<file path="src/lav_pkg.sv">
// ----------------------------------------------------------------------------
// lav_pkg: shared types for the look-at view matrix block
// Row codes, register indexes and the row record handed to the output stage.
// ----------------------------------------------------------------------------
package lav_pkg;

  // Byte address width of the configuration port: three registers at 0, 4, 8.
  localparam int APB_AW = 4;

  typedef enum logic [1:0] {
    ROW_RIGHT = 2'd0,
    ROW_UP    = 2'd1,
    ROW_FWD   = 2'd2
  } row_t;

  typedef enum logic [1:0] {
    REG_UP_X = 2'd0,
    REG_UP_Y = 2'd1,
    REG_UP_Z = 2'd2
  } reg_idx_t;

  // One matrix row, laid out as it leaves on the stream bus (cx lowest).
  typedef struct packed {
    logic [31:0] ofs;
    logic [31:0] cz;
    logic [31:0] cy;
    logic [31:0] cx;
  } row_data_t;

  typedef struct packed {
    logic            degen;
    row_data_t [2:0] rows;
  } view_t;

endpackage

</file>
<file path="src/lav_out.sv">
// ----------------------------------------------------------------------------
// lav_out: row serialiser
// Holds one finished matrix and sends its three rows through an output
// register, taking the next matrix while the last row goes out.
// ----------------------------------------------------------------------------
module lav_out
  import lav_pkg::*;
(
  input  logic         clk,
  input  logic         rst,
  input  logic         item_valid,
  input  view_t        item,
  output logic         item_ready,
  output logic         m_tvalid,
  input  logic         m_tready,
  output logic [127:0] m_tdata,
  output logic [2:0]   m_tuser,
  output logic         m_tlast
);

  view_t     hold_q;
  logic      hold_full;
  logic      full_next;
  row_t      row_q;
  row_t      row_next;
  logic      load;
  logic      last_row;
  row_data_t sel;

  assign load       = !m_tvalid || m_tready;
  assign last_row   = (row_q == ROW_FWD);
  assign item_ready = !hold_full || (load && last_row);

  always_comb begin
    row_next  = row_q;
    full_next = hold_full;
    if (load && hold_full) begin
      unique case (row_q)
        ROW_RIGHT: row_next = ROW_UP;
        ROW_UP:    row_next = ROW_FWD;
        ROW_FWD: begin
          row_next  = ROW_RIGHT;
          full_next = 1'b0;
        end
        default:   row_next = ROW_RIGHT;
      endcase
    end
    if (item_valid && item_ready) begin
      full_next = 1'b1;
    end
  end

  always_comb begin
    case (row_q)
      ROW_RIGHT: sel = hold_q.rows[0];
      ROW_UP:    sel = hold_q.rows[1];
      default:   sel = hold_q.rows[2];
    endcase
  end

  always_ff @(posedge clk) begin
    if (rst) begin
      row_q     <= ROW_RIGHT;
      hold_full <= 1'b0;
      m_tvalid  <= 1'b0;
    end else begin
      row_q     <= row_next;
      hold_full <= full_next;
      if (load) begin
        m_tvalid <= hold_full;
      end
    end
  end

  always_ff @(posedge clk) begin
    if (item_valid && item_ready) begin
      hold_q <= item;
    end
    if (load) begin
      m_tdata <= sel;
      m_tuser <= {hold_q.degen, row_q};
      m_tlast <= last_row;
    end
  end

`ifndef SYNTHESIS
  a_last_row : assert property (@(posedge clk) disable iff (rst)
    m_tvalid |-> (m_tlast == (m_tuser[1:0] == ROW_FWD)))
    else $error("tlast does not match the row index");

  a_row_step : assert property (@(posedge clk) disable iff (rst)
    m_tvalid && m_tready && !m_tlast |=>
      m_tvalid && (m_tuser[1:0] == $past(m_tuser[1:0]) + 2'd1))
    else $error("rows of one matrix are not sent in sequence");

  a_degen_hold : assert property (@(posedge clk) disable iff (rst)
    m_tvalid && m_tready && !m_tlast |=> m_tuser[2] == $past(m_tuser[2]))
    else $error("degenerate flag changed within one matrix");

  a_hold_keep : assert property (@(posedge clk) disable iff (rst)
    hold_full && !(load && last_row) |=> hold_full)
    else $error("held matrix dropped before its last row was sent");
`endif

endmodule

</file>
<file path="config.mk">
export PLATFORM = sky130hd
export DESIGN_NAME = lav_out
export DESIGN_NICKNAME = d
export VERILOG_FILES = /design/src/lav_pkg.sv /design/src/lav_out.sv
export SDC_FILE = /design/constraint.sdc
export NUM_CORES = 1
export LEC_CHECK = 0
export CAP_MARGIN = 20
export CORE_ASPECT_RATIO = 0.5
export CORE_MARGIN = 10
export CORE_UTILIZATION = 60
export CTS_BUF_LIST = sky130_fd_sc_hd__clkbuf_16
export CTS_CLUSTER_SIZE = 16
export DETAILED_ROUTE_END_ITERATION = 8
export DONT_BUFFER_PORTS = 1
export PLACE_DENSITY = 0.78
export SLEW_MARGIN = 15
export SYNTH_ARGS = -nofsm -noshare
export SYNTH_HDL_FRONTEND = slang
export SYNTH_SLANG_ARGS = --single-unit
</file>
<file path="constraint.sdc">
create_clock -name clk -period 15.44 [get_ports clk]
set_clock_uncertainty 0.15 [all_clocks]
set_input_delay 1.544 -clock clk [delete_from_list [all_inputs] [get_ports clk]]
set_output_delay 1.544 -clock clk [all_outputs]
set_load 0.05 [all_outputs]
</file>
==> results of run 1 <==
==> worst max path at each step <==
stage	from	to	slack, ns	cells past startpoint
2_1_floorplan	m_tready	hold_q[0]$_DFFE_PP_	0.93	4
3_3_place_gp	m_tready	hold_q[342]$_DFFE_PP_	9.51	6
3_5_place_dp	m_tready	hold_q[358]$_DFFE_PP_	9.32	6
4_1_cts	m_tready	hold_q[222]$_DFFE_PP_	9.89	6
5_1_grt	m_tready	hold_q[358]$_DFFE_PP_	9.62	6
6_report	m_tready	hold_q[358]$_DFFE_PP_	9.97	6
==> layout make-up <==
class                   count  area, um2  share of cell area
flip-flops and latches    521      15600               0.777
multi-input cells         396       2480               0.123
clock buffers              45       1130              0.0560
well taps                 399        499              0.0248
clock inverters            31        258              0.0128
repair buffers              9       67.6             0.00336
diodes                     16       40.0             0.00199
inverters                   3       16.3            0.000809
==> critical path: stages <==
cell and delay [ns]:
nor2b_1 0.09, inv_6 0.56, a21o_1 0.55, and2_4 0.91, buf_4 0.84, buf_4 0.84
==> power groups by stage <==
| stage | registers, mW | logic [mW] | clock network, mW |
|---|---|---|---|
| after global routing | 1.92 | 0.122 | 1.15 |
| after global placement | 1.94 | 0.103 | 0 |
| after detailed placement | 1.95 | 0.110 | 0 |
| after floorplan | 1.93 | 0.0946 | 0 |
| final | 1.91 | 0.110 | 1.07 |
| after CTS | 1.92 | 0.110 | 1.09 |
==> cell families after synthesis <==
kind of cell	after synthesis	synth area share
AO/OA/AOI/OAI	135	0.0368
multiplexers	128	0.0696
flip-flops	521	0.848
AND/OR/NAND/NOR	133	0.0280
buffers and inverters	47	0.0178
==> flip-flops by register name, summed over array words and instances, names as in the netlist <==
signal and count:
hold_full 1, hold_q 385, m_tdata 128, m_tlast 1, m_tuser 3, m_tvalid 1
row_q 2
==> routing by layer <==
metal	GRT usage	vias to the layer above
met5	0	-
met4	0.0940	6
met3	0.0490	83
met2	0.390	327
met1	0.228	4325
li1	-	3736
==> per-stage QoR <==
stage | cells | setup WS, ns | area, um2
after global routing | 1417 | 9.62 | 20100
after floorplan | 964 | 0.934 | 18400
after detailed placement | 1328 | 9.32 | 18700
after CTS | 1404 | 9.89 | 20100
final | 1420 | 9.97 | 20100
after global placement | 1328 | 9.51 | 18700
==> cells in the final DEF (no fill, tap or decap) <==
master / synthesis / layout
edfxtp_1: 517 / 517
mux2i_1: 128 / 128
nand2_1: 128 / 128
o21ai_0: 112 / 112
clkbuf_16: 0 / 45
o21ai_1: 18 / 18
diode_2: 0 / 16
inv_1: 3 / 14
clkinv_1: 0 / 9
buf_4: 4 / 9
bufinv_16: 0 / 5
a21oi_1: 4 / 4
clkinv_2: 0 / 4
nor2b_1: 2 / 2
dfxtp_1: 4 / 2
dfxtp_4: 0 / 2
inv_6: 0 / 1
a21o_1: 1 / 1
and2_4: 0 / 1
or4_1: 1 / 1
nand4b_1: 1 / 1
clkinv_4: 0 / 1
==> impl_metrics.tcl, run 1 <==
set metrics [dict create \
    status "completed" \
    p_per_area_nw_per_um2 154 \
    synth_top_area_share 0.843 \
    hold_buffers 0 \
    synth.yosys.seq_area_share 0.848 \
    finalWirelength_mm 42.9 \
    via_per_inst 5.97 \
    whs_endpoint "m_tuser[2]$_DFFE_PP_" \
    power_frac_seq 0.618 \
    cp.required_ns 15.44 \
    synth_most_common_cell "edfxtp_1" \
    holdCritPathClass "flip-flop to flip-flop" \
    crit_path_end_kind "flip-flop" \
    setup_tns_ns 0 \
    gp_congestion 0.851 \
    peakVddDrop_uv 97.0 \
    setup_viol 0 \
    wl_met3_mm 2.35 \
    hold_start "hold_q[384]$_DFFE_PP_" \
    fin_util 0.663 \
    worstMarginPinSlew_ns 1.04 \
    fin_crit_ns 5.47 \
    cts_tree "yes" \
    clk_root_buffer_cell "clkbuf_16" \
    first_pass_iters 5 \
    wl_met1_mm 14.6 \
    post-cts-setup-buffers 0 \
    slew_headroom 0.308 \
    r2r-start "m_tvalid$_SDFFE_PP0P_" \
    drive_gt1_frac 0.0677 \
    coreArea_um2 30300 \
    synth_edf_count 517 \
    regToRegEndpoint "hold_q[358]$_DFFE_PP_" \
    ys_types 18 \
    clockBufferDepth 3 \
    switching_share 0.245 \
    drv_cap 0 \
    synth_ff_type "edfxtp_1" \
    finalNetCount 1363 \
    synth_commonest_cells "517 x edfxtp_1, 128 x mux2i_1, 128 x nand2_1, 112 x o21ai_0, 21 x clkbuf_1" \
    clk_latency_ns 0.53 \
    slew_violations 0 \
    io_pins 523 \
    grt-ovfl-total 0 \
    num_rows 45 \
    grt_max_degree 102 \
    antenna_found_initial 18 \
    synth.avg_cell_area_um2 19.1 \
    die_x_um 268 \
    die_area_um2 38500 \
    p_switching_mw 0.758 \
    route.detailed.drc 0 \
    yosys_warnings 0 \
    async_flop_share 0 \
    syn-num-nets 1353 \
    fmax_ghz 0.183 \
    grt_pass1_vias 8549 \
    synth_top_cell_by_area "edfxtp_1" \
    vias 8477 \
    io_buffers 0 \
    met2_length_mm 24.5 \
    worstSetupStartpointType "input port" \
    ant_nets 0 \
    grt_pass1_wl_mm 57.9 \
    clk_pin_slew_worst_paths_ns 0.06 \
    htree_num_levels 2 \
    leakagePower_nw 6.51 \
    clock-sinks 521 \
    ctsResizeCount 0 \
    internal_power_mw 2.34 \
    area_growth_pct 9.18 \
    synth_seq_cells 521 \
    critPathArrivalTime_ns 5.47 \
    worstSetupPathType "input port to flip-flop" \
    combPwrFrac 0.036 \
    rr_worst_depth 6 \
    synth_top_cells_by_area "edfxtp_1 84%, mux2i_1 7.0%, o21ai_0 3.0%, nand2_1 2.6%, buf_8 0.82%" \
    total_power_mw 3.10 \
    finalHoldViolations 0 \
    dp_hpwl_mm 30.4 \
    fin_hold_ws_ns 0.281 \
    fillers 1949 \
    dr.max_layer_used "met5" \
    tritoncts.num_buffers 43 \
    rrSetupSlack_ns 10.27 \
    initial_core_util 0.608 \
    grt_setup_unrepaired "no" \
    clkPwrFrac 0.346 \
    hold_path_depth 0 \
    crit_path_max_fanout 80 \
    min_period_over_period 0.355 \
    drt_iter0_drc 868 \
    grt_use_total 0.210 \
    synthCells 964 \
    wl_per_cell_um 30.2 \
    synth_area_um2 18400 \
    die_y_um 144 \
]
No activity file was read; power rests on OpenSTA's default activity.
==> run 2: changes to the inputs <==
Clock period 15.44 ns to 5.3 ns, I/O delays scaled along.
==> impl_metrics.tcl, run 2 <==
set metrics [dict create \
    post-cts-setup-buffers 0 \
    yosys_warnings 0 \
    synth_top_area_share 0.843 \
    die_y_um 144 \
    synth.yosys.seq_area_share 0.848 \
    synth_seq_cells 521 \
    num_rows 45 \
    die_x_um 268 \
    initial_core_util 0.608 \
    syn-num-nets 1353 \
    synthCells 964 \
    ys_types 18 \
    synth_edf_count 517 \
    io_buffers 0 \
    hold_buffers 282 \
    haltStage "4_1_cts" \
    clock-sinks 521 \
    synth_top_cells_by_area "edfxtp_1 84%, mux2i_1 7.0%, o21ai_0 3.0%, nand2_1 2.6%, buf_8 0.82%" \
    ctsResizeCount 0 \
    tritoncts.num_buffers 43 \
    synth.avg_cell_area_um2 19.1 \
    htree_num_levels 2 \
    async_flop_share 0 \
    dp_hpwl_mm 30.0 \
    status "did not finish" \
    gp_congestion 0.855 \
    synth_ff_type "edfxtp_1" \
    io_pins 523 \
    clk_root_buffer_cell "clkbuf_16" \
    synth_most_common_cell "edfxtp_1" \
    clockBufferDepth 3 \
    synth_area_um2 18400 \
    tool.error "[ERROR RSZ-0060] Max buffer count reached." \
    placed_area_um2 18700 \
    synth_top_cell_by_area "edfxtp_1" \
    synth_commonest_cells "517 x edfxtp_1, 128 x mux2i_1, 128 x nand2_1, 112 x o21ai_0, 21 x clkbuf_1" \
]
run 2: cell families after synthesis:
logic type,after synthesis,synth area share
muxes,128,0.0696
buffers and inverters,47,0.0178
DFF,521,0.848
AOI/OAI and AO/OA,135,0.0368
and+or+nand+nor,133,0.0280
run 2: metrics by stage:
stage | setup TNS (ns) | instances | worst slack (ns)
after detailed placement | 0 | 1330 | 2.11
after global placement | 0 | 1330 | 2.20
after floorplan | -169.79 | 964 | -0.441
==> run 3: changes to the inputs <==
Settings changed: CORE_ASPECT_RATIO 0.5 to default, CORE_UTILIZATION 60 to 40, CTS_BUF_LIST sky130_fd_sc_hd__clkbuf_16 to default, CTS_CLUSTER_SIZE 16 to default, PLACE_DENSITY 0.78 to default, PLACE_DENSITY_LB_ADDON from default to 0.15.
==> impl_metrics.tcl, run 3 <==
set metrics [dict create \
    synth_area_um2 18400 \
    synth_top_cell_by_area "edfxtp_1" \
    haltStage "4_1_cts" \
    synth_edf_count 517 \
    synth_top_family_by_area "multiplexers" \
    synthMuxAreaShare 0.0696 \
    ctsResizeCount 0 \
    tritoncts.num_buffers 54 \
    synth.avg_cell_area_um2 19.1 \
    post_synth_fa_ha_maj_area_fraction 0 \
    async_flop_share 0 \
    synth_ff_type "edfxtp_1" \
    die_y_um 235 \
    synth_simple_gate_area_frac 0.0280 \
    tool.error "[ERROR RSZ-0060] Max buffer count reached." \
    synth_top_cells_by_area "edfxtp_1 84%, mux2i_1 7.0%, o21ai_0 3.0%, nand2_1 2.6%, buf_8 0.82%" \
    synth_top_area_share 0.843 \
    gp_congestion 0.826 \
    synthCells 964 \
    clock-sinks 521 \
    htree_num_levels 2 \
    placed_area_um2 19000 \
    dp_hpwl_mm 32.0 \
    num_rows 78 \
    initial_core_util 0.405 \
    clockBufferDepth 3 \
    ys_types 18 \
    synth_xor_area_frac 0 \
    clk_root_buffer_cell "clkbuf_16" \
    die_x_um 235 \
    post-cts-setup-buffers 0 \
    syn-num-nets 1353 \
    hold_buffers 328 \
    io_pins 523 \
    synth_seq_cells 521 \
    synth_commonest_cells "517 x edfxtp_1, 128 x mux2i_1, 128 x nand2_1, 112 x o21ai_0, 21 x clkbuf_1" \
    pre_cts_ws_ns 1.92 \
    status "did not finish" \
    yosys_warnings 0 \
    synth_compound_area_frac 0.0368 \
    synth_most_common_cell "edfxtp_1" \
    synth.yosys.seq_area_share 0.848 \
    io_buffers 0 \
]
-- run 3: kinds of logic after synthesis --
logic type	Yosys count
AO/OA/AOI/OAI	135
buffers and inverters	47
flip-flops	521
multiplexers	128
AND/OR/NAND/NOR	133
-- run 3: metrics by stage --
step,instances,TNS [ns],util
detailed placement,1537,0,0.419
floorplan,964,-169.79,-
global placement,1537,0,0.419
